==> config.mk <==
export PLATFORM = sky130hd
export DESIGN_NAME = i2c_master_byte_engine_unit_flat
export DESIGN_NICKNAME = d
export VERILOG_FILES = /design/src/hdl/i2c_mbe_pkg.sv /design/src/hdl/i2c_mbe_ifs.sv /design/src/hdl/i2c_master_byte_engine_unit.sv /design/src/flat_wrapper.sv
export SDC_FILE = /design/constraint.sdc
export NUM_CORES = 1
export LEC_CHECK = 0
export ABC_AREA = 1
export BUFFER_PORTS_ARGS = -buffer_cell sky130_fd_sc_hd__buf_4
export CORE_MARGIN = 8
export CORE_UTILIZATION = 55
export DETAILED_ROUTE_END_ITERATION = 10
export PLACE_DENSITY = 0.83
export SETUP_SLACK_MARGIN = 0.05
export SKIP_LAST_GASP = 1
export SLEW_MARGIN = 20
export SYNTH_ARGS = -nofsm -noshare
export SYNTH_HDL_FRONTEND = slang
export SYNTH_SLANG_ARGS = --single-unit
==> constraint.sdc <==
create_clock -name clk -period 3.4 [get_ports clk]
set_input_delay 0 -clock clk [delete_from_list [all_inputs] [get_ports clk]]
set_output_delay 0 -clock clk [all_outputs]
set_load 0.05 [all_outputs]
==> src/hdl/i2c_mbe_pkg.sv <==
// Package: phase codes, command kinds, register indexes and reset values of the I2C byte engine.
package i2c_mbe_pkg;

  typedef enum logic [15:0] {
    PH_IDLE = 16'h0001,
    PH_ST1  = 16'h0002,
    PH_ST2  = 16'h0004,
    PH_SP1  = 16'h0008,
    PH_SP2  = 16'h0010,
    PH_SP3  = 16'h0020,
    PH_WLO  = 16'h0040,
    PH_WHI  = 16'h0080,
    PH_WTL  = 16'h0100,
    PH_AK1  = 16'h0200,
    PH_AK2  = 16'h0400,
    PH_AKP  = 16'h0800,
    PH_RLO  = 16'h1000,
    PH_RHI  = 16'h2000,
    PH_RA1  = 16'h4000,
    PH_RA2  = 16'h8000
  } phase_t;

  localparam logic [1:0] KIND_START = 2'd0;
  localparam logic [1:0] KIND_STOP  = 2'd1;
  localparam logic [1:0] KIND_WRITE = 2'd2;
  localparam logic [1:0] KIND_READ  = 2'd3;

  localparam int unsigned CFG_IDX_W = 2;
  localparam logic [CFG_IDX_W-1:0] CFG_SETUP_TICKS = 2'd0;
  localparam logic [CFG_IDX_W-1:0] CFG_BIT_TICKS   = 2'd1;
  localparam logic [CFG_IDX_W-1:0] CFG_ACK_TICKS   = 2'd2;
  localparam logic [CFG_IDX_W-1:0] CFG_ACK_TIMEOUT = 2'd3;

  localparam logic [15:0] SETUP_TICKS_RST = 16'd4;
  localparam logic [15:0] BIT_TICKS_RST   = 16'd2;
  localparam logic [15:0] ACK_TICKS_RST   = 16'd1;
  localparam logic [7:0]  ACK_TIMEOUT_RST = 8'd250;

  localparam int unsigned BYTE_BITS = 8;

  typedef struct packed {
    logic       scl_out;
    logic       sda_out;
    logic       busy_res;
    logic       done_res;
    logic [7:0] rd_data;
    logic       ack_error;
  } res_t;

endpackage

==> src/hdl/i2c_mbe_ifs.sv <==
// Interfaces: tick/command channel and result channel of the I2C byte engine.
interface i2c_mbe_cmd_if;
  logic       valid;
  logic       ready;
  logic       cmd_valid;
  logic [1:0] kind;
  logic [7:0] wr_data;
  logic       send_ack;
  logic       sda_in;

  modport source (output valid, cmd_valid, kind, wr_data, send_ack, sda_in, input ready);
  modport sink   (input valid, cmd_valid, kind, wr_data, send_ack, sda_in, output ready);
endinterface

interface i2c_mbe_res_if;
  logic       valid;
  logic       ready;
  logic       scl_out;
  logic       sda_out;
  logic       busy_res;
  logic       done_res;
  logic [7:0] rd_data;
  logic       ack_error;

  modport source (output valid, scl_out, sda_out, busy_res, done_res, rd_data, ack_error,
                  input ready);
  modport sink   (input valid, scl_out, sda_out, busy_res, done_res, rd_data, ack_error,
                  output ready);
endinterface

==> src/hdl/i2c_master_byte_engine_unit.sv <==
// I2C master byte engine: one transaction on the cmd channel is one timing tick; each tick
// updates the phase sequencer and yields one result transaction with the SCL/SDA levels,
// busy, done, read byte and ack-error flag. Throughput is one tick per clock while results are
// drained; each result enters the output register in the cycle after its tick is accepted, and
// a new tick is taken when that register is empty or being drained. Phase lengths come from
// the setup/bit/ack tick registers (0 acts as 1); write them only while the engine is idle.
module i2c_master_byte_engine_unit
  import i2c_mbe_pkg::*;
(
  input  logic                 clk,
  input  logic                 rst,
  input  logic                 cfg_we,
  input  logic [CFG_IDX_W-1:0] cfg_index,
  input  logic [15:0]          cfg_data,
  i2c_mbe_cmd_if.sink          cmd,
  i2c_mbe_res_if.source        res
);

  logic [15:0] setup_ticks, bit_ticks, ack_ticks;
  logic [7:0]  ack_timeout;

  phase_t      phase, phase_next;
  logic [15:0] tick_count, tick_count_next;
  logic [3:0]  bit_index, bit_index_next;
  logic [7:0]  shift_byte, shift_byte_next;
  logic [7:0]  poll_count, poll_count_next;
  logic        scl_level, scl_level_next;
  logic        sda_level, sda_level_next;
  logic        error_flag, error_flag_next;
  logic        ack_choice, ack_choice_next;
  logic [7:0]  last_read, last_read_next;
  logic        done_next;

  logic        res_valid;
  res_t        res_data;
  logic        accept;
  logic [15:0] len_raw, phase_len;
  logic [3:0]  bit_inc;
  logic [8:0]  poll_inc;

  assign cmd.ready = !res_valid || res.ready;
  assign accept    = cmd.valid && cmd.ready;

  // configuration
  always_ff @(posedge clk) begin
    if (rst) begin
      setup_ticks <= SETUP_TICKS_RST;
      bit_ticks   <= BIT_TICKS_RST;
      ack_ticks   <= ACK_TICKS_RST;
      ack_timeout <= ACK_TIMEOUT_RST;
    end else if (cfg_we) begin
      case (cfg_index)
        CFG_SETUP_TICKS: setup_ticks <= cfg_data;
        CFG_BIT_TICKS:   bit_ticks   <= cfg_data;
        CFG_ACK_TICKS:   ack_ticks   <= cfg_data;
        CFG_ACK_TIMEOUT: ack_timeout <= cfg_data[7:0];
        default: ;
      endcase
    end
  end

  always_comb begin
    case (phase)
      PH_ST1, PH_ST2, PH_SP1, PH_SP2, PH_SP3: len_raw = setup_ticks;
      PH_AK1, PH_AK2:                         len_raw = ack_ticks;
      default:                                len_raw = bit_ticks;
    endcase
    phase_len = (len_raw == 16'd0) ? 16'd1 : len_raw;
  end

  assign bit_inc  = bit_index + 4'd1;

  always_comb begin
    phase_next      = phase;
    tick_count_next = tick_count;
    bit_index_next  = bit_index;
    shift_byte_next = shift_byte;
    poll_count_next = poll_count;
    scl_level_next  = scl_level;
    sda_level_next  = sda_level;
    error_flag_next = error_flag;
    ack_choice_next = ack_choice;
    last_read_next  = last_read;
    done_next       = 1'b0;
    poll_inc        = {1'b0, poll_count} + 9'd1;

    if (phase == PH_IDLE) begin
      if (cmd.cmd_valid) begin
        tick_count_next = 16'd1;
        case (cmd.kind)
          KIND_START: begin
            phase_next = PH_ST1; scl_level_next = 1'b1; sda_level_next = 1'b1;
          end
          KIND_STOP: begin
            phase_next = PH_SP1; scl_level_next = 1'b0; sda_level_next = 1'b0;
          end
          KIND_WRITE: begin
            shift_byte_next = cmd.wr_data;
            bit_index_next  = 4'd0;
            error_flag_next = 1'b0;
            phase_next      = PH_WLO;
            scl_level_next  = 1'b0;
            sda_level_next  = cmd.wr_data[7];
          end
          default: begin
            shift_byte_next = 8'd0;
            bit_index_next  = 4'd0;
            ack_choice_next = cmd.send_ack;
            phase_next      = PH_RLO;
            scl_level_next  = 1'b0;
            sda_level_next  = 1'b1;
          end
        endcase
      end
    end else if (phase != PH_AKP && tick_count < phase_len) begin
      tick_count_next = tick_count + 16'd1;
    end else begin
      tick_count_next = 16'd1;
      // AK2 moves into polling and takes its first poll on the same tick
      if (phase == PH_AK2) begin
        poll_inc = 9'd1;
      end
      case (phase)
        PH_ST1: begin phase_next = PH_ST2; scl_level_next = 1'b1; sda_level_next = 1'b0; end
        PH_ST2: begin phase_next = PH_IDLE; scl_level_next = 1'b0; sda_level_next = 1'b0; end
        PH_SP1: begin phase_next = PH_SP2; scl_level_next = 1'b1; sda_level_next = 1'b0; end
        PH_SP2: begin phase_next = PH_SP3; scl_level_next = 1'b1; sda_level_next = 1'b1; end
        PH_SP3: begin phase_next = PH_IDLE; scl_level_next = 1'b1; sda_level_next = 1'b1; end
        PH_WLO: begin phase_next = PH_WHI; scl_level_next = 1'b1; end
        PH_WHI: begin phase_next = PH_WTL; scl_level_next = 1'b0; end
        PH_WTL: begin
          bit_index_next = bit_inc;
          scl_level_next = 1'b0;
          if (bit_inc < 4'(BYTE_BITS)) begin
            shift_byte_next = {shift_byte[6:0], 1'b0};
            phase_next      = PH_WLO;
            sda_level_next  = shift_byte[6];
          end else begin
            phase_next     = PH_AK1;
            sda_level_next = 1'b1;
          end
        end
        PH_AK1: begin phase_next = PH_AK2; scl_level_next = 1'b1; sda_level_next = 1'b1; end
        PH_AK2, PH_AKP: begin
          phase_next      = PH_AKP;
          scl_level_next  = 1'b1;
          sda_level_next  = 1'b1;
          poll_count_next = (phase == PH_AK2) ? 8'd0 : poll_count;
          if (!cmd.sda_in) begin
            phase_next     = PH_IDLE;
            scl_level_next = 1'b0;
            sda_level_next = 1'b1;
          end else if (poll_inc > {1'b0, ack_timeout}) begin
            error_flag_next = 1'b1;
            phase_next      = PH_SP1;
            scl_level_next  = 1'b0;
            sda_level_next  = 1'b0;
          end else begin
            poll_count_next = poll_inc[7:0];
          end
        end
        PH_RLO: begin
          phase_next      = PH_RHI;
          scl_level_next  = 1'b1;
          sda_level_next  = 1'b1;
          shift_byte_next = {shift_byte[6:0], cmd.sda_in};
        end
        PH_RHI: begin
          bit_index_next = bit_inc;
          scl_level_next = 1'b0;
          if (bit_inc < 4'(BYTE_BITS)) begin
            phase_next     = PH_RLO;
            sda_level_next = 1'b1;
          end else begin
            phase_next     = PH_RA1;
            sda_level_next = !ack_choice;
          end
        end
        PH_RA1: begin phase_next = PH_RA2; scl_level_next = 1'b1; end
        PH_RA2: begin
          last_read_next = shift_byte;
          phase_next     = PH_IDLE;
          scl_level_next = 1'b0;
        end
        default: phase_next = PH_IDLE;
      endcase
      if (phase_next == PH_IDLE) begin
        tick_count_next = 16'd0;
        done_next       = 1'b1;
      end
    end
  end

  always_ff @(posedge clk) begin
    if (rst) begin
      phase      <= PH_IDLE;
      tick_count <= 16'd0;
      bit_index  <= 4'd0;
      shift_byte <= 8'd0;
      poll_count <= 8'd0;
      scl_level  <= 1'b1;
      sda_level  <= 1'b1;
      error_flag <= 1'b0;
      ack_choice <= 1'b0;
      last_read  <= 8'd0;
      res_valid  <= 1'b0;
    end else begin
      if (accept) begin
        phase      <= phase_next;
        tick_count <= tick_count_next;
        bit_index  <= bit_index_next;
        shift_byte <= shift_byte_next;
        poll_count <= poll_count_next;
        scl_level  <= scl_level_next;
        sda_level  <= sda_level_next;
        error_flag <= error_flag_next;
        ack_choice <= ack_choice_next;
        last_read  <= last_read_next;
        res_valid  <= 1'b1;
      end else if (res.ready) begin
        res_valid <= 1'b0;
      end
    end
  end

  always_ff @(posedge clk) begin
    if (accept) begin
      res_data.scl_out   <= scl_level_next;
      res_data.sda_out   <= sda_level_next;
      res_data.busy_res  <= (phase_next != PH_IDLE);
      res_data.done_res  <= done_next;
      res_data.rd_data   <= last_read_next;
      res_data.ack_error <= error_flag_next;
    end
  end

  assign res.valid     = res_valid;
  assign res.scl_out   = res_data.scl_out;
  assign res.sda_out   = res_data.sda_out;
  assign res.busy_res  = res_data.busy_res;
  assign res.done_res  = res_data.done_res;
  assign res.rd_data   = res_data.rd_data;
  assign res.ack_error = res_data.ack_error;

  a_done_not_busy: assert property (@(posedge clk) disable iff (rst)
    res_valid && res_data.done_res |-> !res_data.busy_res)
    else $error("done with busy set");

  a_idle_holds: assert property (@(posedge clk) disable iff (rst)
    accept && phase == PH_IDLE && !cmd.cmd_valid |=> phase == PH_IDLE)
    else $error("left idle without a command");

  a_tick_nonzero: assert property (@(posedge clk) disable iff (rst)
    phase != PH_IDLE |-> tick_count != 16'd0)
    else $error("active phase with zero tick count");

  a_error_stop: assert property (@(posedge clk) disable iff (rst)
    $rose(error_flag) |-> phase == PH_SP1)
    else $error("ack error without stop");

  a_busy_matches: assert property (@(posedge clk) disable iff (rst)
    accept |=> res_data.busy_res == (phase != PH_IDLE))
    else $error("busy disagrees with phase");

endmodule

==> src/flat_wrapper.sv <==
// flat-port wrapper written by rule: the top's interface ports become plain ports
module i2c_master_byte_engine_unit_flat import i2c_mbe_pkg::*;
  (clk, rst, cfg_we, cfg_index, cfg_data, cmd_valid, cmd_cmd_valid, cmd_kind, cmd_wr_data, cmd_send_ack, cmd_sda_in, cmd_ready, res_valid, res_scl_out, res_sda_out, res_busy_res, res_done_res, res_rd_data, res_ack_error, res_ready);
  i2c_mbe_cmd_if cmd_i ();
  i2c_mbe_res_if res_i ();
  input  logic clk;
  input  logic rst;
  input  logic cfg_we;
  input  logic [CFG_IDX_W-1:0] cfg_index;
  input  logic [15:0] cfg_data;
  input wire logic [$bits(cmd_i.valid)-1:0] cmd_valid;
  input wire logic [$bits(cmd_i.cmd_valid)-1:0] cmd_cmd_valid;
  input wire logic [$bits(cmd_i.kind)-1:0] cmd_kind;
  input wire logic [$bits(cmd_i.wr_data)-1:0] cmd_wr_data;
  input wire logic [$bits(cmd_i.send_ack)-1:0] cmd_send_ack;
  input wire logic [$bits(cmd_i.sda_in)-1:0] cmd_sda_in;
  output wire logic [$bits(cmd_i.ready)-1:0] cmd_ready;
  output wire logic [$bits(res_i.valid)-1:0] res_valid;
  output wire logic [$bits(res_i.scl_out)-1:0] res_scl_out;
  output wire logic [$bits(res_i.sda_out)-1:0] res_sda_out;
  output wire logic [$bits(res_i.busy_res)-1:0] res_busy_res;
  output wire logic [$bits(res_i.done_res)-1:0] res_done_res;
  output wire logic [$bits(res_i.rd_data)-1:0] res_rd_data;
  output wire logic [$bits(res_i.ack_error)-1:0] res_ack_error;
  input wire logic [$bits(res_i.ready)-1:0] res_ready;
  assign cmd_i.valid = cmd_valid;
  assign cmd_i.cmd_valid = cmd_cmd_valid;
  assign cmd_i.kind = cmd_kind;
  assign cmd_i.wr_data = cmd_wr_data;
  assign cmd_i.send_ack = cmd_send_ack;
  assign cmd_i.sda_in = cmd_sda_in;
  assign cmd_ready = cmd_i.ready;
  assign res_valid = res_i.valid;
  assign res_scl_out = res_i.scl_out;
  assign res_sda_out = res_i.sda_out;
  assign res_busy_res = res_i.busy_res;
  assign res_done_res = res_i.done_res;
  assign res_rd_data = res_i.rd_data;
  assign res_ack_error = res_i.ack_error;
  assign res_i.ready = res_ready;
  i2c_master_byte_engine_unit u_core (.clk(clk), .rst(rst), .cfg_we(cfg_we), .cfg_index(cfg_index), .cfg_data(cfg_data), .cmd(cmd_i), .res(res_i));
endmodule
## After elaboration in Yosys (flattened, before gate mapping)

Cells that the tools add are included.

| word-level totals | value |
|---|---|
| register bits | 134 |
| output and inout port bits | 15 |
| word-level logic and storage cells | 151 |

| operators by class | value |
|---|---|
| $add $sub $neg | 3 |
| order comparisons | 3 |
| eq/ne operators | 28 |
| mux-type cells | 62 |
| bitwise logic cells | 3 |
| reductions and logical operators | 31 |

Operator list:

| operator | number |
|---|---|
| 16-bit one-hot mux with 11 select lines | 1 |
| 16-bit two-way mux | 10 |
| 8-bit two-way mux | 10 |
| 13-bit one-hot mux with 3 select lines | 1 |
| 16-bit by 1-bit equality test with 1-bit output, second input constant | 2 |
| 16-bit one-hot mux with 2 select lines | 1 |
| 8-bit one-hot mux with 2 select lines | 2 |
| 9-bit two-way mux | 3 |
| 1-bit two-way mux | 23 |
| 4-bit two-way mux | 5 |
| 16-bit by 1-bit adder with 16-bit output, second input constant | 1 |
| 16-bit by 10-bit equality test with 1-bit output, second input constant | 1 |
| 16-bit by 11-bit equality test with 1-bit output, second input constant | 1 |
| 16-bit by 12-bit equality test with 1-bit output, second input constant | 1 |
| 16-bit by 13-bit equality test with 1-bit output, second input constant | 1 |
| 16-bit by 14-bit equality test with 1-bit output, second input constant | 1 |
| 16-bit by 15-bit equality test with 1-bit output, second input constant | 1 |
| 16-bit equality test, second input constant | 1 |
| 16-bit by 2-bit equality test with 1-bit output, second input constant | 1 |
| 16-bit by 3-bit equality test with 1-bit output, second input constant | 1 |
| 16-bit by 4-bit equality test with 1-bit output, second input constant | 1 |
| 16-bit by 5-bit equality test with 1-bit output, second input constant | 1 |
| 16-bit by 6-bit equality test with 1-bit output, second input constant | 1 |
| 16-bit by 7-bit equality test with 1-bit output, second input constant | 1 |
| 37 further kinds | 58 |

## Logic depth before layout (Yosys ltp)

Gate-level depths: netlist of run 1.

| logic depth | value |
|---|---|
| word-level depth | 19 |
| depth in mapped cells | 32 |
| depth with buffers taken out | 31 |

## Worst setup path before layout of run 1

OpenSTA, ideal clock, no wires.

| timing path | value |
|---|---|
| path kind | reg2reg |
| start | register u_core.phase[5] |
| end | register, netlist name u_core.res.busy_res |
| arrival | 3.123 ns |
| data required time | 3.270 ns |
| setup slack | 0.147 ns |
| cell stages (with the launch flop) | 23 |
| buffers on the path | 1 |
| clock period less this slack | 3.253 ns |
| cell sequence | dfxtp_1 > nor2_1 > nand2_4 > nor2_8 > nand2_4 > nor2_4 > clkbuf_1 > nor2_1 > ha_1 > nand4_1 > o221a_2 > o21ai_0 > a21oi_1 > o21ai_0 > nor2_1 > inv_1 > a2111oi_0 > nand2_1 > nand2_1 > nor2_1 > nand2_1 > nor2_1 > nand2_1 |

| on the way | value |
|---|---|
| longest elaborated chain between the ends | 13 |

Ends and longest elaborated chain:

| item | line | RTL |
|---|---|---|
| start, declared | i2c_master_byte_engine_unit.sv:22 | `phase_t phase, phase_next;` |
| start signal, assigned | i2c_master_byte_engine_unit.sv:209 | `phase <= phase_next;` |
| 16-bit by 11-bit equality test with 1-bit output | i2c_master_byte_engine_unit.sv:63, i2c_master_byte_engine_unit.sv:120, i2c_master_byte_engine_unit.sv:123 |  |
| 9-bit two-way mux | i2c_master_byte_engine_unit.sv:120 | `if (phase == PH_AK2) begin` |
| 9-bit two-way mux | i2c_master_byte_engine_unit.sv:115 | `end else if (phase != PH_AKP && tick_count < phase_len) begin` |
| 9-bit two-way mux | i2c_master_byte_engine_unit.sv:87 | `if (phase == PH_IDLE) begin` |
| 9-bit by 8-bit > comparator with 1-bit output | i2c_master_byte_engine_unit.sv:153 | `end else if (poll_inc > {1'b0, ack_timeout}) begin` |
| 12-bit two-way mux | i2c_master_byte_engine_unit.sv:153 |  |
| 16-bit two-way mux | i2c_master_byte_engine_unit.sv:149 | `if (!cmd.sda_in) begin` |
| 16-bit one-hot mux with 11 select lines | i2c_master_byte_engine_unit.sv:123 | `case (phase)` |
| 16-bit two-way mux | i2c_master_byte_engine_unit.sv:115 |  |
| 16-bit two-way mux | i2c_master_byte_engine_unit.sv:87 |  |
| 16-bit two-way mux | i2c_master_byte_engine_unit.sv:115 |  |
| 16-bit two-way mux (*) | i2c_master_byte_engine_unit.sv:87 |  |
| 16-bit by 1-bit != test with 1-bit output (*) | i2c_master_byte_engine_unit.sv:230 | `res_data.busy_res <= (phase_next != PH_IDLE);` |

Every way passes the cells marked *; elsewhere a longest branch is shown, timed or not. The select of a mux whose other input is x is not followed.
A chain may end at the register's enable or synchronous reset.

## Worst setup path in the final report of run 1

| timing path | value |
|---|---|
| start | register u_core.phase[9] |
| end | register, netlist name u_core.res.busy_res |

| on the way | value |
|---|---|
| longest elaborated chain between the ends | 13 |

Ends and longest elaborated chain:

| item | line |
|---|---|
| 16-bit by 11-bit equality test with 1-bit output | i2c_master_byte_engine_unit.sv:63, i2c_master_byte_engine_unit.sv:120, i2c_master_byte_engine_unit.sv:123 |
| 9-bit two-way mux | i2c_master_byte_engine_unit.sv:120 |
| 9-bit two-way mux | i2c_master_byte_engine_unit.sv:115 |
| 9-bit two-way mux | i2c_master_byte_engine_unit.sv:87 |
| 9-bit by 8-bit > comparator with 1-bit output | i2c_master_byte_engine_unit.sv:153 |
| 12-bit two-way mux | i2c_master_byte_engine_unit.sv:153 |
| 16-bit two-way mux | i2c_master_byte_engine_unit.sv:149 |
| 16-bit one-hot mux with 11 select lines | i2c_master_byte_engine_unit.sv:123 |
| 16-bit two-way mux | i2c_master_byte_engine_unit.sv:115 |
| 16-bit two-way mux | i2c_master_byte_engine_unit.sv:87 |
| 16-bit two-way mux | i2c_master_byte_engine_unit.sv:115 |
| 16-bit two-way mux (*) | i2c_master_byte_engine_unit.sv:87 |
| 16-bit by 1-bit != test with 1-bit output (*) | i2c_master_byte_engine_unit.sv:230 |

Marks and branches as above.

==> results of run 1 <==
-- cell usage after synthesis (all sizes together) --
| library cell | n |
|---|---|
| a2111oi | 1 |
| a211oi | 7 |
| a21o | 1 |
| a21oi | 53 |
| a221o | 1 |
| a311oi | 3 |
| a31oi | 2 |
| buf | 10 |
| clkbuf | 27 |
| clkinv | 2 |
| dfxtp | 121 |
| edfxtp | 13 |
| ha | 26 |
| inv | 152 |
| nand2 | 219 |
| nand3 | 90 |
| nand3b | 1 |
| nand4 | 9 |
| nor2 | 216 |
| nor3 | 27 |
| nor3b | 1 |
| nor4 | 3 |
| o2111ai | 1 |
| o211ai | 3 |
| o21ai | 119 |
| o21bai | 2 |
| o221a | 1 |
| o221ai | 1 |
| o311ai | 1 |
| o31ai | 6 |
| xnor2 | 1 |
| xor2 | 4 |
-- metal layers --
metal / vias up / share of wire [%] / wire, um / track usage, %
met3: 192 / 9.6 / 2560 / 5.65
met4: 0 / 5.6 / 1500 / 13.6
met5: - / 0 / 0 / 0
met1: 4072 / 38 / 10200 / 31.6
met2: 666 / 46 / 12300 / 41.1
li1: 3985 / - / - / -
-- area by class of cell --
class	count	area, um2	area share, %
multi-input cells	803	4750	45.2
flip-flops and latches	134	2830	26.9
repair buffers	181	1520	14.4
inverters	154	588	5.59
clock buffers	23	542	5.15
well taps	180	225	2.14
clock inverters	8	57.6	0.547
diodes	1	2.50	0.0238
-- flip-flops by register name, indices dropped and copies added, names as in the netlist, 4 cells and up --
| signal | cells |
|---|---|
| u_core.phase | 16 |
| u_core.shift_byte | 8 |
| u_core.poll_count | 8 |
| u_core.ack_timeout | 8 |
| u_core.tick_count | 16 |
| u_core.ack_ticks | 16 |
| u_core.bit_index | 4 |
| u_core.bit_ticks | 16 |
| u_core.last_read | 8 |
| u_core.res.rd_data | 8 |
| u_core.setup_ticks | 16 |
-- critical path: cells and delay by family, from the launching register on --
kind	cells	cell delay [ns]
simple gates	16	1.87
compound gates	3	0.52
buf+inv	3	0.40
flops	1	0.35
fa+ha+maj	1	0.27
-- power by group through the flow --
stage	Combinational, mW	Sequential (mW)	Clock, mW
floorplan	0.489	1.83	0
global placement	0.849	1.78	0
detailed placement	0.860	1.78	0
CTS	0.987	1.75	1.84
global route	1.30	1.77	1.91
finish	1.23	1.77	1.86
-- path summary, 6_finish.rpt --
check	to	slack (ns)	start
max	u_core.res.busy_res	-0.22	u_core.phase[9]
min	u_core.shift_byte[5]	0.005	cmd_wr_data[5]
max reg2reg	u_core.res.busy_res	-0.22	u_core.phase[9]
min reg2reg	u_core.bit_index[1]	0.47	u_core.bit_index[1]
-- through the flow --
step,power [mW],hold WS (ns)
3_3_place_gp,2.63,0.242
6_report,4.86,0.00517
4_1_cts,4.58,0.00188
2_1_floorplan,2.32,0.113
3_5_place_dp,2.64,0.245
5_1_grt,4.98,0.0444
-- timing repair --
action	in CTS	in global routing
gates resized for setup	65	151
endpoints found under the setup margin	48	76
buffers inserted	12	12
endpoints found under the hold margin	65	0
hold buffers	25	0
pin swaps	27	46
cloned	3	2
-- logic make-up (layout without fill, tap and decap cells) --
kind of cell / Yosys count / in the layout
AO/OA/AOI/OAI: 202 / 202
buffers and inverters: 191 / 366
other: 0 / 1
flip-flops: 134 / 134
AND/OR/NAND/NOR: 566 / 570
adder cells (fa/ha/maj): 26 / 26
XOR/XNOR: 5 / 5
==> results.txt, run 1 <==
- Count of final max-slew check failures: 0
- Crit path max-delay cell type: dfxtp_2
* Number of cells traversed by the worst hold path: 5
- Summed over all cells, the static leakage comes to 5.06 nW.
- Critical path startpoint category: flop
* Post-Synth XOR/XNOR Area: 0.579%
- Compound-Gate Fraction of Synth Area: 14.7%
* Filler cell count: 838
- Layout cell share with drive strength beyond 1: 28.1%
- During I/O placement, the number of pins put on the boundary was 51.
- Post-detail-place hpwl: 14200 um
- In this run the core area contains 43 standard-cell rows.
- The later pin in the worst-skew pair is clocked with a latency of 0.44 ns.
- In the synthesized netlist, the number of instances is 1124.
* Count of max-cap constraint violations: 0
- For this run, the top clock speed supported by timing is 0.277 GHz.
- By startpoint and endpoint, the worst setup path is classified as flop to flop.
- Clock network power share: 38.2%
- The critical path goes through nor2_4 -> nand2_4 -> nor2_8 -> nand3_4 -> nand2_4 -> buf_6 -> o21ai_0 -> nand3_2 -> inv_1 -> ha_1 -> nand2_1 -> nor2_1 -> a211oi_2 -> o221ai_2 -> nor2_1 -> buf_6 -> nand3_4 -> nand2_4 -> nand2_1 -> nand2_1 -> nand3_1 -> nor2_1 -> nand2_1.
- Sequential group share of total power: 36.4%
- The number of antenna violations at the first check in global routing is 1.
- The floorplan step defined a die boundary enclosing 17800 um2.
- By area, the combinational part of the netlist is dominated by simple AND/OR/NAND/NOR gates.
* Switching Share: 32.1%
- Combinational logic burns 25.4% of the power.
- Across every metal layer, demand over resource in global routing totals 25.7%.
* Maximum buffer depth of the clock tree: 2
- Number of standard cells in the layout, taps in and fillers out: 1484
* Post-route clock skew: 0.0128 ns
- Data arrival time of the critical path: 3.82 ns
- DP Worst Slack: -0.178 ns
- The congestion estimate from routability-driven global placement came to 0.958.
- Counting every net in the synthesized netlist gives 1186.
- Across all setup checks in the final design, the least slack found is -0.215 ns.
- Length in cells of the worst reg-to-reg path: 23
* Pin slew with the least headroom to its limit: 1.10 ns
- Cell Area, Synth: 7560 um2
* Clock root buffer: clkbuf_16
* Number of library cell types mapped by synthesis: 43
- Gr ovfl total: 0
* Proportion of synthesized area in mux cells: 0%
- Counting flops and latches in the post-synthesis netlist gives 134.
* Final routed wire length divided by cell count: 17.9 um
* Top area cells in the synthesized netlist: dfxtp_1, nand2_1, nor2_1, o21ai_0, inv_1
* Maximum VDD drop: 0.352 mV
- For this run, the register share of the synthesized area comes to 37.2%.
- Net switching power of the design: 1.56 mW
- Headroom to the max-slew limit came out at 26.0%.
- From synthesis to final layout, the design area changed by 39.1%.
* Largest net degree at the start of global routing: 59
- After clock tree synthesis, the clock-pin slew on the worst setup and hold paths is 0.07 ns.
* H-tree depth: 4
* Vias in the first global route: 7903
* Syn Area/Cell: 6.73 um2
- Starting density of the core: 55.3%
* Core footprint: 13700 um2
- Leaving out fill and tap cells, the most frequent cell in the layout is nor2_1.
- The clock net in this run drives a total of 134 sinks.
- The final number of hold-violating endpoints came to 0.
* Total wire length: 26600 um
* Clock tree from TritonCTS: yes
- Final critical delay including setup and external delays: 3.62 ns
- Placed cell count: 1398
- Area share of fa/ha/maj cells after synthesis: 4.30%
* Die Y-Extent: 133 um
- STA classifies the critical path endpoint as a flop.
- Area share of the largest cell type after synthesis: 32.0%
* Finished Cell Area: 10500 um2
* Vias per Instance: 6.01
- Worst path most repeated cell: nand2_1
* Area leader, netlist: dfxtp_1
- Required time of the critical path: 3.60 ns
- During synthesis, Yosys emitted a total of 0 warnings.
* Outcome: complete, but fails checks
- Antenna-violating nets left: 0
* Port Buffer Count: 50
* Most frequent cells in the layout: nor2_1, nand2_1, inv_1, buf_4, dfxtp_1
- RSZ-0062 raised after global routing: true
* First-pass GRT wire length: 37800 um
* Detailed Route Iter0 Violations: 1342
* Layout Utilization: 77.0%
- Final cycle utilization of the critical path: 106%
- The checks that failed: negative setup slack.
* Stage delay of the slowest cell on the critical path: 0.35 ns
* Final count of negative-setup-slack endpoints: 54
- Cts bufs inserted: 17
- Worst min-delay path class: input port to flop
- Summed over all failing endpoints, the final setup total negative slack is -3.20 ns.
- Final net count: 1353
- Simple-Gate Fraction of Synth Area: 33.2%
- For this design the ratio of total power to cell area is 462 nW/um2.
- The detailed router placed 8915 vias in this run.
- X dimension of the die: 133 um
* Post-place instance area: 8590 um2
- Of all nets on the critical path, the largest fanout is 7.
- The pre-antenna-repair detailed-routing pass consisted of 6 iterations.
- The internal power of the cells totals 3.30 mW.
- For this run, design rule violations remaining after detail routing come to 0.
No activity file was read; power rests on OpenSTA's default activity.
==> inputs of run 2 (changes only) <==
--- a/config.mk
+++ b/config.mk
@@ -10,6 +10,7 @@
 export CORE_MARGIN = 8
 export CORE_UTILIZATION = 55
 export DETAILED_ROUTE_END_ITERATION = 10
+export MAX_ROUTING_LAYER = met4
 export PLACE_DENSITY = 0.83
 export SETUP_SLACK_MARGIN = 0.05
 export SKIP_LAST_GASP = 1
@@ -17,3 +18,4 @@
 export SYNTH_ARGS = -nofsm -noshare
 export SYNTH_HDL_FRONTEND = slang
 export SYNTH_SLANG_ARGS = --single-unit
+export TNS_END_PERCENT = 30
==> run 2 against run 1 <==
- the run still ends with negative setup slack left
- sequential power about the same
- combinational power shrank 9.8%
- design area is 3.5% lower
- hold slack improved by 0.035 ns
- critical path type unchanged
- largest cell class unchanged
==> results.txt, run 2 (synthesis gave the netlist of run 1 again) <==
* Final Hold Viols: 0 (unchanged)
- Total wire length: 23800 um (-10%)
* Pwr/cell area: 467 nW/um2 (+1.2%)
- The maximum level of the CTS H-tree is 4 (unchanged).
- Top achievable clock speed: 0.280 GHz (+1.1%)
* Detailed-routing iteration count for the pre-antenna-repair pass: 5 (-1)
* Number of standard cells in the layout, taps in and fillers out: 1470 (-0.94%)
* Cell leakage power: 4.86 nW (-4.0%)
- The shortest period the worst path allows is 3.58 ns (-0.0388 ns).
- X dimension of the die: 133 um (unchanged)
- Final cycle utilization of the critical path: 105% (-1.1 points)
- The layout net count came to 1339 (-1.0%).
- Setup crit end kind: flop
- STA classifies the critical path startpoint as a flop.
- The setup path with the least slack is of type flop to flop.
* Crit Path Max Fanout: 8 (+1)
- Vias in the first global route: 7237 (-8.4%)
- The clock tree skew after final layout came to 0.00782 ns (-0.00494 ns).
- Die Y-Extent: 133 um (unchanged)
* Antenna Diode Count: 0 (-1)
- Die area: 17800 um2 (unchanged)
* Detailed Route Iter0 Violations: 1013 (-25%)
- Placed cell count: 1394 (-0.29%)
* Switching Share: 31.4% (-0.74 points)
* Antenna violations before repair: 0 (-1)
- The relative contribution of the clock network to total power came to 39.5% (+1.3 points).
* Post-route DRC: 0 (unchanged)
* Antenna-violating nets left: 0 (unchanged)
- The post-route setup TNS is -2.46 ns (+0.739 ns).
* Gr ovfl total: 0 (unchanged)
- The routability congestion estimate from global placement came to 0.978 (+2.1%).
- Sink count of the clock tree: 134 (unchanged)
- The sequential share of power came to 37.1% (+0.7 points).
* Pin slew with the least headroom to its limit: 1.11 ns (+0.00662 ns)
- Count of final max-slew check failures: 0 (unchanged)
- The wire length of the first global-routing pass came to 34700 um (-8.3%).
- The starting utilization of the core area was 55.3% (unchanged).
* Finished Cell Area: 10200 um2 (-3.5%)
* Row cnt: 43 (unchanged)
* Most frequent cells in the layout: nand2_1, nor2_1, inv_1, buf_4, dfxtp_1
- Top-level port count: 51 (unchanged)
* Data arrival time of the critical path: 3.76 ns (-0.06 ns)
* Final Hold Slack: 0.0400 ns (+0.0349 ns)
* Count of max-cap constraint violations: 0 (unchanged)
* Cell Int Power: 3.26 mW (-1.2%)
- RSZ-0062 raised after global routing: true
- Part of the power in combinational logic: 23.4% (-2.0 points)
- Violations in the final reports: negative setup slack
- Layout Utilization: 74.3% (-2.7 points)
- Clock latency at the later pin of the worst-skew pair: 0.43 ns (about the same)
* Global-route usage over all layers: 24.1% (-1.5 points)
* Final count of negative-setup-slack endpoints: 40 (-26%)
* Layout cell share with drive strength beyond 1: 24.9% (-3.2 points)
- Clock root buffer: clkbuf_16
- Net switching power of the design: 1.49 mW (-4.5%)
- The area of the core came to 13700 um2 (unchanged).
* Port Buffer Count: 50 (unchanged)
- Largest net degree at the start of global routing: 59 (unchanged)
- The largest voltage drop on the vdd net came to 0.292 mV (-17%).
* Final worst-path setup slack: -0.177 ns (+0.0388 ns)
* Clock transition at path regs: 0.06 ns (about the same)
* Cts bufs inserted: 17 (unchanged)
* Vias per Instance: 5.71 (-5.0%)
- The final HPWL from detailed placement is 14200 um (+0.35%).
- Final routed wire length divided by cell count: 16.2 um (-9.5%)
- The normalized max-slew margin is 25.6% (-0.44 points).
- The maximum buffer depth of the clock tree was 2 (unchanged).
* Required time of the critical path: 3.59 ns (about the same)
- Clock tree from TritonCTS: yes
- The run finished, with violations left.
- The instance area at placement is 8560 um2 (-0.35%).
- Total via count in the routed design: 8393 (-5.9%)
* Synthesis-to-finish area growth: 34.3%
* Worst min-delay path class: input port to flop
==> run 2: changes by cell type in the layout (fill, tap and decap cells not counted), sizes merged <==
cell / previous run / this run
buf: 156 / 143
bufinv: 0 / 2
clkbuf: 23 / 19
clkinv: 4 / 5
clkinvlp: 2 / 1
diode: 1 / 0
inv: 156 / 159
nand3: 91 / 90
==> run 2: cell type report <==
| class | instances | area (um2) |
|---|---|---|
| flip-flops and latches | 134 | 2840 |
| fillers | 951 | 3510 |
| repair buffers | 168 | 1390 |
| inverters | 154 | 586 |
| clock buffers | 19 | 454 |
| well taps | 180 | 225 |
| multi-input cells | 802 | 4530 |
| clock inverters | 13 | 143 |
==> run 2: worst paths after layout <==
path,start,to,slack [ns],cells after the start
hold / removal,cmd_wr_data[5],u_core.shift_byte[5],0.04,5
setup / recovery,u_core.phase[11],u_core.res.busy_res,-0.18,24
hold reg to reg,u_core.setup_ticks[0],u_core.setup_ticks[0],0.48,2
setup reg to reg,u_core.phase[11],u_core.res.busy_res,-0.18,24
==> run 2: power groups by stage <==
stage / combinational (mW) / clock [mW] / sequential (mW)
floorplan: 0.489 / 0 / 1.83
global placement: 0.842 / 0 / 1.78
detailed placement: 0.855 / 0 / 1.78
CTS: 0.914 / 1.88 / 1.75
global route: 1.19 / 1.95 / 1.77
finish: 1.11 / 1.88 / 1.76
==> run 2: repair_timing <==
item                       4_1_cts  5_1_grt
gates resized for setup         20      129
gates cloned                     0        4
hold buffers                    25        0
setup buffers                    1       14
pin swaps                        3       50
hold endpoints to repair        65        0
setup endpoints to repair       57       75
==> run 2: worst max-delay path, stage by stage, from the launching register on <==
cell	delay [ns]
dfxtp_4	0.36
nor2_4	0.15
nand2_4	0.09
nor2_8	0.18
nand3_4	0.10
nand2_4	0.12
nor2_8	0.08
buf_6	0.13
buf_4	0.13
nand3_2	0.06
nand3_2	0.09
inv_1	0.07
ha_1	0.25
a21oi_2	0.17
nor2_2	0.05
a211oi_1	0.30
nand2_2	0.15
nand2_8	0.18
nand2_4	0.10
nand2_1	0.08
nand2_1	0.10
nor2_1	0.15
nand2_1	0.07
nor2_1	0.11
nand2_1	0.06
==> run 2: layer usage <==
layer / share of wire [%] / track usage [%] / vias up
met1: 41 / 30.6 / 3888
met3: 7.2 / 4.29 / 98
met4: 4.2 / 9.86 / 0
li1: - / - / 3970
met2: 47 / 37.4 / 437
met5: 0 / - / -
==> run 2: metrics by stage <==
stage,total power [mW],worst slack (ns)
after floorplan,2.32,0.147
after global placement,2.62,-0.192
after detailed placement,2.63,-0.221
after CTS,4.54,0.0149
after global routing,4.91,-0.266
final,4.75,-0.177
